**src/design/pfr_pkg.sv**
```systemverilog
// ---------------------------------------------------------------------------
// pfr_pkg
// Types, codes and CRC helpers for the packet frame receiver.
// ---------------------------------------------------------------------------
package pfr_pkg;

  typedef enum logic [2:0] {
    PH_HUNT  = 3'd0,
    PH_LEN   = 3'd1,
    PH_SEQ   = 3'd2,
    PH_HCRC  = 3'd3,
    PH_CMD   = 3'd4,
    PH_BODY  = 3'd5,
    PH_CRC16 = 3'd6
  } phase_t;

  typedef enum logic [1:0] {
    EV_NONE     = 2'd0,
    EV_ACCEPT   = 2'd1,
    EV_HDR_FAIL = 2'd2,
    EV_CRC_FAIL = 2'd3
  } event_t;

  typedef enum logic [1:0] {
    REG_MAGIC     = 2'd0,
    REG_CHECK_EN  = 2'd1,
    REG_CRC8_POLY = 2'd2,
    REG_CRC16_POLY = 2'd3
  } reg_idx_t;

  localparam logic [7:0]  MAGIC_RST      = 8'h00;
  localparam logic        CHECK_EN_RST   = 1'b0;
  localparam logic [7:0]  CRC8_POLY_RST  = 8'h07;
  localparam logic [15:0] CRC16_POLY_RST = 16'ha001;
  localparam logic [7:0]  CRC8_INIT      = 8'hff;
  localparam logic [15:0] CRC16_INIT     = 16'hffff;

  typedef struct packed {
    logic [7:0]  magic_byte;
    logic        crc_check_enable;
    logic [7:0]  crc8_poly;
    logic [15:0] crc16_poly;
  } cfg_t;

  typedef struct packed {
    logic        body_valid;
    logic [7:0]  body_byte;
    logic [15:0] body_index;
    event_t      frame_event;
    logic [15:0] frame_length;
    logic [7:0]  frame_seq;
    logic [15:0] frame_cmd;
  } result_t;

  // MSB-first CRC-8, one byte
  function automatic logic [7:0] crc8_update(input logic [7:0] crc, input logic [7:0] b,
                                             input logic [7:0] poly);
    logic [7:0] c;
    c = crc ^ b;
    for (int i = 0; i < 8; i++) begin
      if (c[7]) begin
        c = {c[6:0], 1'b0} ^ poly;
      end else begin
        c = {c[6:0], 1'b0};
      end
    end
    return c;
  endfunction

  // reflected CRC-16, one byte
  function automatic logic [15:0] crc16_update(input logic [15:0] crc, input logic [7:0] b,
                                               input logic [15:0] poly);
    logic [15:0] c;
    c = {8'h00, crc[7:0] ^ b};
    for (int i = 0; i < 8; i++) begin
      if (c[0]) begin
        c = {1'b0, c[15:1]} ^ poly;
      end else begin
        c = {1'b0, c[15:1]};
      end
    end
    return {8'h00, crc[15:8]} ^ c;
  endfunction

endpackage

```
**src/design/pfr_cfg_regs.sv**
```systemverilog
// ---------------------------------------------------------------------------
// pfr_cfg_regs
// APB-style register file: magic byte, check enable and CRC polynomials.
// ---------------------------------------------------------------------------
module pfr_cfg_regs (
  input  logic           clk,
  input  logic           rst_n,
  input  logic           psel,
  input  logic           penable,
  input  logic           pwrite,
  input  logic [3:0]     paddr,
  input  logic [31:0]    pwdata,
  output logic [31:0]    prdata,
  output logic           pready,
  output pfr_pkg::cfg_t  cfg
);

  pfr_pkg::cfg_t    cfg_r;
  pfr_pkg::reg_idx_t idx;
  logic             wr_en;

  assign pready = 1'b1;
  assign idx    = pfr_pkg::reg_idx_t'(paddr[3:2]);
  assign wr_en  = psel && penable && pwrite && pready;
  assign cfg    = cfg_r;

  always_ff @(posedge clk) begin
    if (!rst_n) begin
      cfg_r.magic_byte       <= pfr_pkg::MAGIC_RST;
      cfg_r.crc_check_enable <= pfr_pkg::CHECK_EN_RST;
      cfg_r.crc8_poly        <= pfr_pkg::CRC8_POLY_RST;
      cfg_r.crc16_poly       <= pfr_pkg::CRC16_POLY_RST;
    end else if (wr_en) begin
      case (idx)
        pfr_pkg::REG_MAGIC:      cfg_r.magic_byte       <= pwdata[7:0];
        pfr_pkg::REG_CHECK_EN:   cfg_r.crc_check_enable <= pwdata[0];
        pfr_pkg::REG_CRC8_POLY:  cfg_r.crc8_poly        <= pwdata[7:0];
        pfr_pkg::REG_CRC16_POLY: cfg_r.crc16_poly       <= pwdata[15:0];
        default: ;
      endcase
    end
  end

  always_comb begin
    case (idx)
      pfr_pkg::REG_MAGIC:      prdata = {24'h0, cfg_r.magic_byte};
      pfr_pkg::REG_CHECK_EN:   prdata = {31'h0, cfg_r.crc_check_enable};
      pfr_pkg::REG_CRC8_POLY:  prdata = {24'h0, cfg_r.crc8_poly};
      pfr_pkg::REG_CRC16_POLY: prdata = {16'h0, cfg_r.crc16_poly};
      default:                 prdata = 32'h0;
    endcase
  end

endmodule

```
**src/design/pfr_deframer.sv**
```systemverilog
// ---------------------------------------------------------------------------
// pfr_deframer
// Frame parser state and byte-wide CRC-8 / CRC-16 update for one byte.
// ---------------------------------------------------------------------------
module pfr_deframer (
  input  logic             clk,
  input  logic             rst_n,
  input  logic             step,
  input  logic [7:0]       rx_byte,
  input  pfr_pkg::cfg_t    cfg,
  output pfr_pkg::result_t res
);

  pfr_pkg::phase_t phase_r, phase_nxt;
  logic [15:0] cnt_r, cnt_nxt;
  logic [15:0] len_r, len_nxt;
  logic [7:0]  seq_r, seq_nxt;
  logic [15:0] cmd_r, cmd_nxt;
  logic [7:0]  crc8_r, crc8_nxt;
  logic [15:0] crc16_r, crc16_nxt;
  logic [15:0] rcrc_r, rcrc_nxt;

  logic [7:0]  crc8_upd, crc8_first;
  logic [15:0] crc16_upd, crc16_first;
  logic [15:0] cnt_inc;
  logic [15:0] rcrc_full;

  assign crc8_upd    = pfr_pkg::crc8_update(crc8_r, rx_byte, cfg.crc8_poly);
  assign crc8_first  = pfr_pkg::crc8_update(pfr_pkg::CRC8_INIT, rx_byte, cfg.crc8_poly);
  assign crc16_upd   = pfr_pkg::crc16_update(crc16_r, rx_byte, cfg.crc16_poly);
  assign crc16_first = pfr_pkg::crc16_update(pfr_pkg::CRC16_INIT, rx_byte, cfg.crc16_poly);
  assign cnt_inc     = cnt_r + 16'd1;
  assign rcrc_full   = {rx_byte, rcrc_r[7:0]};

  // next state
  always_comb begin
    phase_nxt = phase_r;
    cnt_nxt   = cnt_r;
    len_nxt   = len_r;
    seq_nxt   = seq_r;
    cmd_nxt   = cmd_r;
    crc8_nxt  = crc8_r;
    crc16_nxt = crc16_r;
    rcrc_nxt  = rcrc_r;
    case (phase_r)
      pfr_pkg::PH_LEN: begin
        crc8_nxt  = crc8_upd;
        crc16_nxt = crc16_upd;
        if (cnt_r == 16'd0) begin
          len_nxt = {len_r[15:8], rx_byte};
          cnt_nxt = 16'd1;
        end else begin
          len_nxt   = {rx_byte, len_r[7:0]};
          cnt_nxt   = 16'd0;
          phase_nxt = pfr_pkg::PH_SEQ;
        end
      end
      pfr_pkg::PH_SEQ: begin
        crc8_nxt  = crc8_upd;
        crc16_nxt = crc16_upd;
        seq_nxt   = rx_byte;
        phase_nxt = pfr_pkg::PH_HCRC;
      end
      pfr_pkg::PH_HCRC: begin
        crc16_nxt = crc16_upd;
        cnt_nxt   = 16'd0;
        if (cfg.crc_check_enable && (crc8_r != rx_byte)) begin
          phase_nxt = pfr_pkg::PH_HUNT;
        end else begin
          phase_nxt = pfr_pkg::PH_CMD;
        end
      end
      pfr_pkg::PH_CMD: begin
        crc16_nxt = crc16_upd;
        if (cnt_r == 16'd0) begin
          cmd_nxt = {cmd_r[15:8], rx_byte};
          cnt_nxt = 16'd1;
        end else begin
          cmd_nxt   = {rx_byte, cmd_r[7:0]};
          cnt_nxt   = 16'd0;
          phase_nxt = (len_r == 16'd0) ? pfr_pkg::PH_CRC16 : pfr_pkg::PH_BODY;
        end
      end
      pfr_pkg::PH_BODY: begin
        crc16_nxt = crc16_upd;
        if (cnt_inc == len_r) begin
          cnt_nxt   = 16'd0;
          phase_nxt = pfr_pkg::PH_CRC16;
        end else begin
          cnt_nxt = cnt_inc;
        end
      end
      pfr_pkg::PH_CRC16: begin
        if (cnt_r == 16'd0) begin
          rcrc_nxt = {rcrc_r[15:8], rx_byte};
          cnt_nxt  = 16'd1;
        end else begin
          rcrc_nxt  = rcrc_full;
          cnt_nxt   = 16'd0;
          phase_nxt = pfr_pkg::PH_HUNT;
        end
      end
      default: begin
        // hunting, and any unused code
        phase_nxt = pfr_pkg::PH_HUNT;
        if (rx_byte == cfg.magic_byte) begin
          crc8_nxt  = crc8_first;
          crc16_nxt = crc16_first;
          len_nxt   = 16'd0;
          cmd_nxt   = 16'd0;
          rcrc_nxt  = 16'd0;
          cnt_nxt   = 16'd0;
          phase_nxt = pfr_pkg::PH_LEN;
        end
      end
    endcase
  end

  // outputs
  always_comb begin
    res.body_valid   = 1'b0;
    res.body_byte    = 8'h00;
    res.body_index   = 16'h0000;
    res.frame_event  = pfr_pkg::EV_NONE;
    res.frame_length = len_nxt;
    res.frame_seq    = seq_nxt;
    res.frame_cmd    = cmd_nxt;
    case (phase_r)
      pfr_pkg::PH_HCRC: begin
        if (cfg.crc_check_enable && (crc8_r != rx_byte)) begin
          res.frame_event = pfr_pkg::EV_HDR_FAIL;
        end
      end
      pfr_pkg::PH_BODY: begin
        res.body_valid = 1'b1;
        res.body_byte  = rx_byte;
        res.body_index = cnt_r;
      end
      pfr_pkg::PH_CRC16: begin
        if (cnt_r != 16'd0) begin
          if (cfg.crc_check_enable && (crc16_r != rcrc_full)) begin
            res.frame_event = pfr_pkg::EV_CRC_FAIL;
          end else begin
            res.frame_event = pfr_pkg::EV_ACCEPT;
          end
        end
      end
      default: ;
    endcase
  end

  always_ff @(posedge clk) begin
    if (!rst_n) begin
      phase_r <= pfr_pkg::PH_HUNT;
      cnt_r   <= 16'd0;
      len_r   <= 16'd0;
      seq_r   <= 8'd0;
      cmd_r   <= 16'd0;
      crc8_r  <= pfr_pkg::CRC8_INIT;
      crc16_r <= pfr_pkg::CRC16_INIT;
      rcrc_r  <= 16'd0;
    end else if (step) begin
      phase_r <= phase_nxt;
      cnt_r   <= cnt_nxt;
      len_r   <= len_nxt;
      seq_r   <= seq_nxt;
      cmd_r   <= cmd_nxt;
      crc8_r  <= crc8_nxt;
      crc16_r <= crc16_nxt;
      rcrc_r  <= rcrc_nxt;
    end
  end

endmodule

```
**src/design/packet_frame_receiver.sv**
```systemverilog
// ---------------------------------------------------------------------------
// packet_frame_receiver
// Byte-stream deframer with header CRC-8 and frame CRC-16 checking.
// ---------------------------------------------------------------------------
// Takes one byte per beat and returns one result per byte. Frames are a magic
// byte, 16-bit LE length, sequence byte, header CRC-8, 16-bit LE command id,
// the body and a 16-bit LE CRC-16. Throughput is one byte every clock while the
// output does not stall; an accepted byte sits in the input register while the
// parser's combinational CRC update feeds the result register, which drives
// out_tdata. Stalls on the output back up through both registers; no beat is
// dropped.
module packet_frame_receiver (
  input  logic        clk,
  input  logic        rst_n,
  input  logic        in_tvalid,
  output logic        in_tready,
  input  logic [7:0]  in_tdata,   // [7:0] rx_byte
  output logic        out_tvalid,
  input  logic        out_tready,
  output logic [71:0] out_tdata,  // [7:0] body_byte, [23:8] body_index,
                                  // [25:24] frame_event, [41:26] frame_length,
                                  // [49:42] frame_seq, [65:50] frame_cmd, rest 0
  output logic        out_tuser,  // [0] body_valid
  input  logic        psel,
  input  logic        penable,
  input  logic        pwrite,
  input  logic [3:0]  paddr,
  input  logic [31:0] pwdata,
  output logic [31:0] prdata,
  output logic        pready
);

  pfr_pkg::cfg_t    cfg;
  pfr_pkg::result_t res;
  pfr_pkg::result_t out_r;
  logic             in_vld_r, out_vld_r;
  logic [7:0]       in_byte_r;
  logic             adv;

  pfr_cfg_regs u_cfg (
    .clk     (clk),
    .rst_n   (rst_n),
    .psel    (psel),
    .penable (penable),
    .pwrite  (pwrite),
    .paddr   (paddr),
    .pwdata  (pwdata),
    .prdata  (prdata),
    .pready  (pready),
    .cfg     (cfg)
  );

  pfr_deframer u_dfr (
    .clk     (clk),
    .rst_n   (rst_n),
    .step    (adv),
    .rx_byte (in_byte_r),
    .cfg     (cfg),
    .res     (res)
  );

  assign adv       = in_vld_r && (!out_vld_r || out_tready);
  assign in_tready = !in_vld_r || adv;

  always_ff @(posedge clk) begin
    if (!rst_n) begin
      in_vld_r  <= 1'b0;
      out_vld_r <= 1'b0;
    end else begin
      if (in_tready) begin
        in_vld_r <= in_tvalid;
      end
      if (adv) begin
        out_vld_r <= 1'b1;
      end else if (out_tready) begin
        out_vld_r <= 1'b0;
      end
    end
  end

  always_ff @(posedge clk) begin
    if (in_tready && in_tvalid) begin
      in_byte_r <= in_tdata;
    end
    if (adv) begin
      out_r <= res;
    end
  end

  assign out_tvalid = out_vld_r;
  assign out_tuser  = out_r.body_valid;
  assign out_tdata  = {6'h00, out_r.frame_cmd, out_r.frame_seq, out_r.frame_length,
                       out_r.frame_event, out_r.body_index, out_r.body_byte};

endmodule

```
**config.mk**
```make
export PLATFORM = sky130hd
export DESIGN_NAME = packet_frame_receiver
export DESIGN_NICKNAME = d
export VERILOG_FILES = /design/src/design/pfr_pkg.sv /design/src/design/pfr_cfg_regs.sv /design/src/design/pfr_deframer.sv /design/src/design/packet_frame_receiver.sv
export SDC_FILE = /design/constraint.sdc
export NUM_CORES = 1
export LEC_CHECK = 0
export BUFFER_PORTS_ARGS = -buffer_cell sky130_fd_sc_hd__buf_2
export CAP_MARGIN = 20
export CORE_MARGIN = 10
export CORE_UTILIZATION = 25
export CTS_CLUSTER_DIAMETER = 150
export DETAILED_ROUTE_END_ITERATION = 12
export GPL_TIMING_DRIVEN = 1
export SLEW_MARGIN = 0
export SYNTH_ARGS = -nofsm -noshare
export SYNTH_HDL_FRONTEND = slang
export SYNTH_SLANG_ARGS = --single-unit
export TNS_END_PERCENT = 30
```
**constraint.sdc**
```tcl
create_clock -name clk -period 5.7 [get_ports clk]
set_clock_uncertainty 0.2 [all_clocks]
set_input_delay 0 -clock clk [delete_from_list [all_inputs] [get_ports clk]]
set_output_delay 0 -clock clk [all_outputs]
set_load 0.005 [all_outputs]
```
==> results.yml, run 1 <==
cells_and_area:
  most-common-layout-cells: "nand2_1 (415), xnor2_1 (299), nor2_1 (146)"
  final_cell_count_no_fill: 3122
  mostFrequentLayoutCell: "nand2_1"
  filler_cell_count: 7130
  finish.net_count: 2292
  insertedDiodeCount: 0
  post_route_cells_drive_above_1_share_pct: 13.02
  final_core_utilization_pct: 29.49
  layout-area-overhead-vs-synth_pct: 16.44
hold_path:
  hp-class: "primary input to flop"
logic_synthesis:
  sequential_share_of_the_synthesized_area_pct: 28.57
  area_fraction_in_and_or_nand_and_nor_cells_after_synthesis_pct: 22.61
  post_synth_instance_area_sq_um: 16710
  synthesis.yosys.warnings: 0
  synth_area_per_cell_sq_um: 7.765
  synth_top_family_by_area: "simple AND/OR/NAND/NOR gates"
  synth_enable_flop_cells: 75
  yosys-mux-area-fraction_pct: 2.935
  synth_top_flop_cell: "dfxtp_1"
  ys_seq_elements: 201
  proportion_of_synthesized_flip_flops_having_asynchronous_set_or_reset_pct: 0
  synth_compound_area_share_pct: 18.41
  synthDistinctLibCells: 97
  synthCells: 2152
  synthAdderAreaFrac_pct: 0.1498
  synth-xor-area-share_pct: 21.35
sta:
  fmax_mhz: 195.2
  finalCritPeriodShare_pct: 89.87
  transition_time_at_the_pin_with_the_least_slew_margin_ns: 1.105
  final_hold_viol_count: 4
  slew_headroom_pct: 25.80
  timing.final.setup_violations: 0
  grt_setup_unrepaired: "no"
  fin_tns_setup_ns: 0
  final_period_minus_worst_setup_slack_ns: 5.123
  finalMaxSlewViolations: 0
  final.hold.worst_slack_ns: -0.003991
pwr:
  power_frac_seq_pct: 35.0
  internal_power_uw: 2997
  powerDensity_nw_per_um2: 228.9
  clock_power_share_pct: 37.5
  net-switching-power_uw: 1456
  power_frac_comb_pct: 27.4
  total_power_draw_uw: 4453
  power_leakage_uw: 0.006747
  power.switching_fraction_pct: 32.70
  worst_ir_drop_vdd_mv: 0.1973
floorplan:
  starting_density_of_the_core_pct: 25.33
  die_height_microns: 278.5
  core_area_sq_um: 65980
  chipWidth_microns: 278.5
  design.portCount: 159
  die_area_sq_um: 77580
  row_count: 94
detailed_routing:
  route.antenna.remaining_nets: 0
  drt-wirelength-per-cell_microns: 18.07
  vias_per_cell: 4.997
  num_vias: 15600
  drc: 0
  drt_first_iter_violations: 1322
  postRouteWirelength_microns: 56400
  detailedRoute.firstPassIterationCount: 5
setup_path:
  start_kind: "flop"
  timing.setup.critical_path_class: "flop to flop"
  worstPathRequired_ns: 5.94
  critPathArrivalTime_ns: 5.37
  crit_fanout: 14
  crit_path_end_kind: "flop"
cts:
  cts_buffer_count: 25
  clk_pin_slew_ns: 0.06
  hold_buffers: 42
  clock_tree_buffer_depth: 3
  tritoncts: "built"
  cts_max_level: 1
  cts_repair_resize_count: 0
  cts_root_buffer: "clkbuf_16"
  clock_sink_count: 201
  clkLatencyLatePin_ns: 0.57
  cts_post_setup_buffers_inserted: 0
placement:
  dp_hpwl_microns: 39890
  routability_congestion: 0.9038
  dpl.cell_count: 3033
  port_buffers: 117
grt:
  grt_pass1_vias: 14840
  grt_max_degree: 70
  globalRouteOverflowTotal: 0
  antenna_found_initial: 1
  grtUsageTotal_pct: 13.95
  grt_pass1_wl_microns: 87800
run_status:
  failed_checks: "hold timing"
  result_of_the_run: "finished with violations"
run:
  drv_cap: 0
cell usage after synthesis (all sizes together) (43+ instances only):
cell type | n | share of area, %
a22o | 43 | 2.3
buf | 72 | 2.4
a21oi | 123 | 3.7
xnor2 | 305 | 16
xor2 | 76 | 4.1
clkbuf | 124 | 2.8
nand2 | 415 | 9.3
o21ai | 84 | 2.5
nor2 | 147 | 3.3
edfxtp | 75 | 13
dfxtp | 126 | 15
cell type report:
type | instances | area, sq um | area share (%)
Clock buffer | 31 | 668.1 | 3.434
Clock inverter | 15 | 183.9 | 0.9453
Inverter | 33 | 127.6 | 0.6559
Multi-Input combinational cell | 1743 | 11040 | 56.76
Sequential cell | 201 | 4777 | 24.55
Tap cell | 864 | 1081 | 5.556
Timing Repair Buffer | 235 | 1574 | 8.090
metal layers:
metal,wire length [microns],vias up,GRT usage [%]
li1,-,7593,-
met1,25120,7408,18.54
met2,26170,523,23.16
met3,3833,75,2.402
met4,1269,2,3.219
met5,12,-,0
registers in the layout, indices dropped and copies added, names as in the netlist:
register,flops
in_byte_r,8
u_dfr.cnt_r,16
out_tvalid,1
in_vld_r,1
u_cfg.cfg,33
u_dfr.rcrc_r,8
u_dfr.phase_r,3
out_tdata,66
out_tuser,1
u_dfr.seq_r,8
u_dfr.len_r,16
u_dfr.crc8_r,8
u_dfr.crc16_r,16
u_dfr.cmd_r,16
worst max-delay path, stage by stage (launching register included):
cell	delay, ns
edfxtp_1	0.76
buf_4	0.33
nor2b_1	0.10
a221o_1	0.37
or3_1	0.44
and2_1	0.27
xnor2_1	0.18
buf_4	0.22
nand2_1	0.09
xnor2_1	0.15
xnor2_1	0.35
xnor2_1	0.15
xnor2_1	0.41
and2_1	0.42
buf_4	0.27
o21ai_1	0.09
nand3_1	0.12
a31oi_1	0.08
metrics by stage:
stage,setup WS [ns],cell area [sq um]
floorplan,1.616,16790
detailed placement,0.6499,18180
global placement,0.7102,18180
finish,0.5772,19460
global route,0.2167,19460
CTS,0.6278,19450
power by group through the flow:
stage	Sequential, uW	Combinational, uW	Clock [uW]
2_1_floorplan	1570	907	0
3_3_place_gp	1590	1180	0
3_5_place_dp	1590	1180	0
4_1_cts	1560	1210	1700
5_1_grt	1560	1330	1770
6_report	1560	1220	1670
path summary, 6_finish.rpt:
check                      start                to  slack, ns  depth (start not counted)
setup / recovery    in_byte_r[0]  u_dfr.crc16_r[7]       0.58                         17
hold / removal       in_tdata[0]      in_byte_r[0]     -0.004                          2
setup reg to reg    in_byte_r[0]  u_dfr.crc16_r[7]       0.58                         17
hold reg to reg   u_dfr.seq_r[1]    u_dfr.seq_r[1]       0.25                          2
cells by family after synthesis:
logic type      count (synthesis)
compound gates                453
xor+xnor                      388
fa+ha+maj                       2
buf+inv                       229
flops                         201
mux                            46
other cells                     2
simple gates                  831
Note: power is estimated with default switching activity, not from simulation.
==> inputs of run 2 (changes only) <==
CORE_ASPECT_RATIO = 1.5   (was default)
==> run 2 against run 1 <==
The run now ends clean. Sequential cell count stayed put. Hold slack gained 0.030 ns. Combinational power barely moved. Cell count grew 0.29%. Sequential power is essentially flat. Count of clock-buffer cells in the layout fell by 5. Fmax barely moved. Global-route usage about the same. First-iteration DRC count up 7.4%.
==> results.yml, run 2 (synthesis results as in run 1) <==
grt:
  antenna_found_initial: 0
  grt-busiest-layer: "met2"
  globalRouteOverflowTotal: 0
  grtUsageTotal_pct: 13.97
  grt_max_degree: 72
  grt.met1_usage_pct: 16.47
  gr-usage-met2_pct: 24.83
  grt_pass1_vias: 14970
  grt_pass1_wl_microns: 87600
  gr-usage-met3_pct: 1.455
floorplan:
  design.portCount: 159
  chipWidth_microns: 231.1
  starting_density_of_the_core_pct: 25.14
  row_count: 116
  die_area_sq_um: 77790
  core_area_sq_um: 66470
  die_height_microns: 336.6
cells_and_area:
  largest_register_ffs: 66
  final_cell_count_no_fill: 3131
  mostFrequentLayoutCell: "nand2_1"
  post_route_cells_drive_above_1_share_pct: 12.69
  insertedDiodeCount: 0
  most-common-layout-cells: "nand2_1 (415), xnor2_1 (299), nor2_1 (145)"
  layout-area-overhead-vs-synth_pct: 15.39
  finish.net_count: 2284
  fin_area_sq_um: 19280
cts:
  cts_root_buffer: "clkbuf_16"
  clk_pin_slew_ns: 0.06
  cts_buffer_count: 21
  clock_sink_count: 201
  cts_post_setup_buffers_inserted: 0
  cts_max_level: 1
  cts_repair_resize_count: 0
  clkLatencyLatePin_ns: 0.53
  tritoncts: "built"
  clock_tree_buffer_depth: 3
detailed_routing:
  route.antenna.remaining_nets: 0
  drt_first_iter_violations: 1420
  num_vias: 15680
  postRouteWirelength_microns: 56760
  drt-wirelength-per-cell_microns: 18.13
  drc: 0
  vias_per_cell: 5.008
  detailedRoute.firstPassIterationCount: 5
sta:
  slew_headroom_pct: 34.66
  finalMaxSlewViolations: 0
  final.hold.worst_slack_ns: 0.02592
  finalCritPeriodShare_pct: 89.87
  final_period_minus_worst_setup_slack_ns: 5.123
  fmax_mhz: 195.2
  timing.final.setup_violations: 0
  transition_time_at_the_pin_with_the_least_slew_margin_ns: 0.9791
  fin_tns_setup_ns: 0
  final_hold_viol_count: 0
  grt_setup_unrepaired: "no"
pwr:
  powerDensity_nw_per_um2: 218.1
  total_power_draw_uw: 4206
  power_leakage_uw: 0.006657
  worst_ir_drop_vdd_mv: 0.1590
setup_path:
  worstPathRequired_ns: 5.96
  critical_path.cell_chain: "buf_4, clkinv_1, nor2_1, xnor2_2, nor4_1, nor2_1, buf_4, a211o_1, nand3_1, xor2_1, nand4_1, and3_1, buf_4, o21ai_0, nand3_1, a31oi_1"
  critPathArrivalTime_ns: 5.38
  timing.setup.critical_path_class: "flop to flop"
  critical-path-slowest-cell: "dfxtp_1"
  critical_path.most_common_cell: "buf_4"
  cpPeakStageDelay_ns: 0.65
  start_kind: "flop"
  crit_fanout: 20
  crit_path_end_kind: "flop"
placement:
  dpl.cell_count: 3055
  routability_congestion: 0.8838
  port_buffers: 117
  place_area_sq_um: 18220
  dp_hpwl_microns: 41090
hold_path:
  hp-class: "primary input to flop"
run:
  drv_cap: 0
run_status:
  result_of_the_run: "complete, no violations"
==> run 2: repair_timing <==
| action | CTS | global route |
|---|---|---|
| setup endpoints to repair | 0 | 0 |
| hold buffers | 37 | 0 |
| endpoints found under the hold margin | 58 | 0 |
==> run 2: through the flow <==
step / util, % / setup slack (ns)
final: 29.01 / 0.5773
after floorplan: - / 1.616
after global placement: 27.41 / 0.7000
after global routing: 29.01 / 0.09049
after detailed placement: 27.41 / 0.6473
after CTS: 29.00 / 0.6066
==> run 2: path summary, 6_finish.rpt <==
path | from | endpoint | slack [ns] | depth (start not counted)
worst max-delay path | u_cfg.cfg[2] | u_dfr.crc16_r[2] | 0.58 | 16
worst min-delay path | in_tdata[5] | in_byte_r[5] | 0.03 | 2
worst max register to register | u_cfg.cfg[2] | u_dfr.crc16_r[2] | 0.58 | 16
worst min register to register | u_dfr.cmd_r[5] | u_dfr.cmd_r[5] | 0.25 | 2
==> run 2: worst max-delay path: cells and delay by family, from the launching register on <==
kind            cells  cell delay (ns)
simple gates        7             1.85
buf+inv             4             1.20
flops               1             0.65
compound gates      3             0.61
xor+xnor            2             0.53
==> run 2: layout make-up <==
class	count	area [sq um]
clock buffer	26	554.3
clock inverter	12	133.9
fill	7163	47190
inverter	33	127.6
multi-input combinational	1743	11040
sequential	201	4777
tap	885	1107
timing repair buffer	231	1544
==> run 2: report_power, final <==
group          switching, uW  internal, uW  leakage [uW]  total, uW
Combinational            739           499       0.00459       1240
Clock                    614           796      0.000337       1410
Sequential              35.7          1520       0.00173       1560
Total                   1390          2820       0.00666       4210
==> run 2: layer usage <==
layer / share of wire [%] / vias up
met4: 4.6 / 0
met2: 50 / 546
met3: 5.4 / 117
li1: - / 7568
met1: 40 / 7448
met5: 0 / -
==> inputs of run 3 (changes only) <==
RECOVER_POWER = 50   (was default)
SYNTH_HIERARCHICAL = 1   (was default)
==> run 3 against run 2 <==
The flow now finishes with violations (capacitance limit, slew limit). Total power decreased by 4.3%. Core utilization increased by 0.11 points. Clock power increased by 8%. Design area increased by 0.61%. Routed wire length increased by 2.4%. Critical path type unchanged. Largest cell class unchanged. Largest power group unchanged.
==> results.yml, run 3 <==
placement:
  port_buffers: 117
  place_area_sq_um: 18260
  dp_hpwl_microns: 42310
  routability_congestion: 0.8791
  dp_worst_setup_slack_ns: 0.6297
  dpl.cell_count: 2957
cts:
  hold_buffers: 54
  cts_post_setup_buffers_inserted: 0
  tritoncts: "built"
  clkLatencyLatePin_ns: 0.55
  clock_sink_count: 201
  cts_root_buffer: "clkbuf_16"
  clock_tree_buffer_depth: 3
  cts_buffer_count: 22
  cts_max_level: 1
  cts_repair_resize_count: 0
  clk_pin_slew_ns: 0.06
setup_path:
  crit_path_start: "in_byte_r[1]"
  worstRegToRegCells: 14
  r2r_slack_ns: 0.51
  worstPathRequired_ns: 5.94
  regToRegStartpoint: "in_byte_r[1]"
  crit_fanout: 15
  start_kind: "flop"
  critPathArrivalTime_ns: 5.43
  endpoint: "u_dfr/crc16_r[11]"
  crit_path_end_kind: "flop"
  timing.rr.end: "u_dfr/crc16_r[11]"
  timing.setup.critical_path_class: "flop to flop"
detailed_routing:
  detailedRoute.firstPassIterationCount: 6
  drt_first_iter_violations: 935
  vias_per_cell: 5.077
  num_vias: 15490
  drc: 0
  drt-wirelength-per-cell_microns: 19.05
  route.antenna.remaining_nets: 0
  postRouteWirelength_microns: 58120
cells_and_area:
  largest_register_ffs: 66
  insertedDiodeCount: 0
  finish.net_count: 2204
  layout-area-overhead-vs-synth_pct: 15.41
  most-common-layout-cells: "nand2_1 (284), xnor2_1 (246), nor2_1 (140)"
  mostFrequentLayoutCell: "nand2_1"
  post_route_cells_drive_above_1_share_pct: 9.095
  fin_area_sq_um: 19400
  final_cell_count_no_fill: 3051
pwr:
  powerDensity_nw_per_um2: 207.4
  power_leakage_uw: 0.006829
  worst_ir_drop_vdd_mv: 0.1611
logic_synthesis:
  post_synth_instance_area_sq_um: 16810
  synthesis.yosys.warnings: 6
  synth_area_per_cell_sq_um: 8.195
  sequential_share_of_the_synthesized_area_pct: 28.41
  netlist_top_cells_count: "nand2_1 (284), xnor2_1 (246), nor2_1 (140)"
  ys_seq_elements: 201
  synthTopCellsByArea: "dfxtp_1 (15%), edfxtp_1 (13%), xnor2_1 (13%)"
  synth_most_common_cell: "nand2_1"
  post-synth-top-area-fraction_pct: 15.01
  synthCells: 2051
  synth.largest_area_cell: "dfxtp_1"
  synth_top_flop_cell: "dfxtp_1"
  synthDistinctLibCells: 100
  synth_enable_flop_cells: 75
  proportion_of_synthesized_flip_flops_having_asynchronous_set_or_reset_pct: 0
grt:
  grtUsageTotal_pct: 14.16
  grt_pass1_wl_microns: 87910
  antenna_found_initial: 0
  grt_pass1_vias: 14890
  globalRouteOverflowTotal: 0
  grt_max_degree: 59
hold_path:
  hp-start: "paddr[2]"
  hp-class: "primary input to flop"
sta:
  postLayoutSetupSlackWorst_ns: 0.5119
  fmax_mhz: 192.7
  finalCritPeriodShare_pct: 91.02
  final_hold_viol_count: 0
  timing.final.setup_violations: 0
  finalMaxSlewViolations: 77
  grt_setup_unrepaired: "no"
  transition_time_at_the_pin_with_the_least_slew_margin_ns: 2.900
  final_period_minus_worst_setup_slack_ns: 5.188
  slew_headroom_pct: -93.35
  fin_tns_setup_ns: 0
floorplan:
  chipWidth_microns: 231.7
  core_area_sq_um: 66620
  die_height_microns: 337.6
  row_count: 116
  starting_density_of_the_core_pct: 25.23
  die_area_sq_um: 78220
  design.portCount: 159
run_status:
  failed_checks: "capacitance limit, slew limit"
  result_of_the_run: "finished with violations"
run:
  drv_cap: 2
## run 3: power by group
group | switching (uW) | leakage (uW) | internal [uW]
clock | 647 | 0.000374 | 878
sequential | 27.9 | 0.00173 | 1510
combinational | 570 | 0.00472 | 389
## run 3: cell families after synthesis
kind of cell	after synthesis	share of synthesized area (%)
fa+ha+maj	3	0.2233
other cells	3	0.06699
simple gates	727	21.03
buf+inv	225	6.007
mux	114	7.034
flops	201	28.41
compound gates	436	18.03
xor+xnor	342	19.21
## run 3: worst max-delay path: stages (launching register included)
cell and delay [ns]:
edfxtp_1 0.65, buf_4 0.29, nor2b_1 0.33, nor2_1 0.12, a211oi_1 0.55, o31ai_1 0.17
a211oi_2 0.29, xor2_1 0.45, nor3_1 0.12, or3_1 0.56, and3_1 0.29, xnor2_1 0.44
a31oi_1 0.16, o21a_1 0.15, a221o_1 0.30
## run 3: layout make-up
cell class              instances  area (sq um)
inverters                      38         142.6
flip-flops and latches        201          4775
well taps                     885          1107
fillers                      7137         47220
repair buffers                242          1525
multi-input cells            1645         11090
clock buffers                  30         633.1
clock inverters                10         127.6
## run 3: per-stage QoR
| stage | utilization, % | hold WS, ns | total power (uW) |
|---|---|---|---|
| 6_report | 29.12 | 0.09287 | 4024 |
| 5_1_grt | 29.12 | 0.1092 | 4192 |
| 4_1_cts | 29.36 | 0.003137 | 4077 |
| 3_5_place_dp | 27.40 | -0.004164 | 2500 |
| 3_3_place_gp | 27.40 | -0.006554 | 2494 |
| 2_1_floorplan | - | -0.1114 | 2252 |
## run 3: worst min path at each step
stage | endpoint | slack [ns] | cells past startpoint
floorplan | u_dfr/crc8_r[3] | -0.11 | 1
global placement | in_byte_r[3] | -0.007 | 1
detailed placement | in_byte_r[3] | -0.004 | 1
CTS | in_byte_r[0] | 0.003 | 2
global route | u_cfg/cfg[4] | 0.11 | 4
finish | u_cfg/cfg[16] | 0.09 | 4
## run 3: routing by layer
metal  wire, microns  vias to the layer above  global-route usage (%)
li1                -                     7394                       -
met2           30870                      464                   26.82
met3            2225                      142                   1.326
met4            3435                        0                   8.806
met5               0                        -                       0
met1           21590                     7489                   14.69
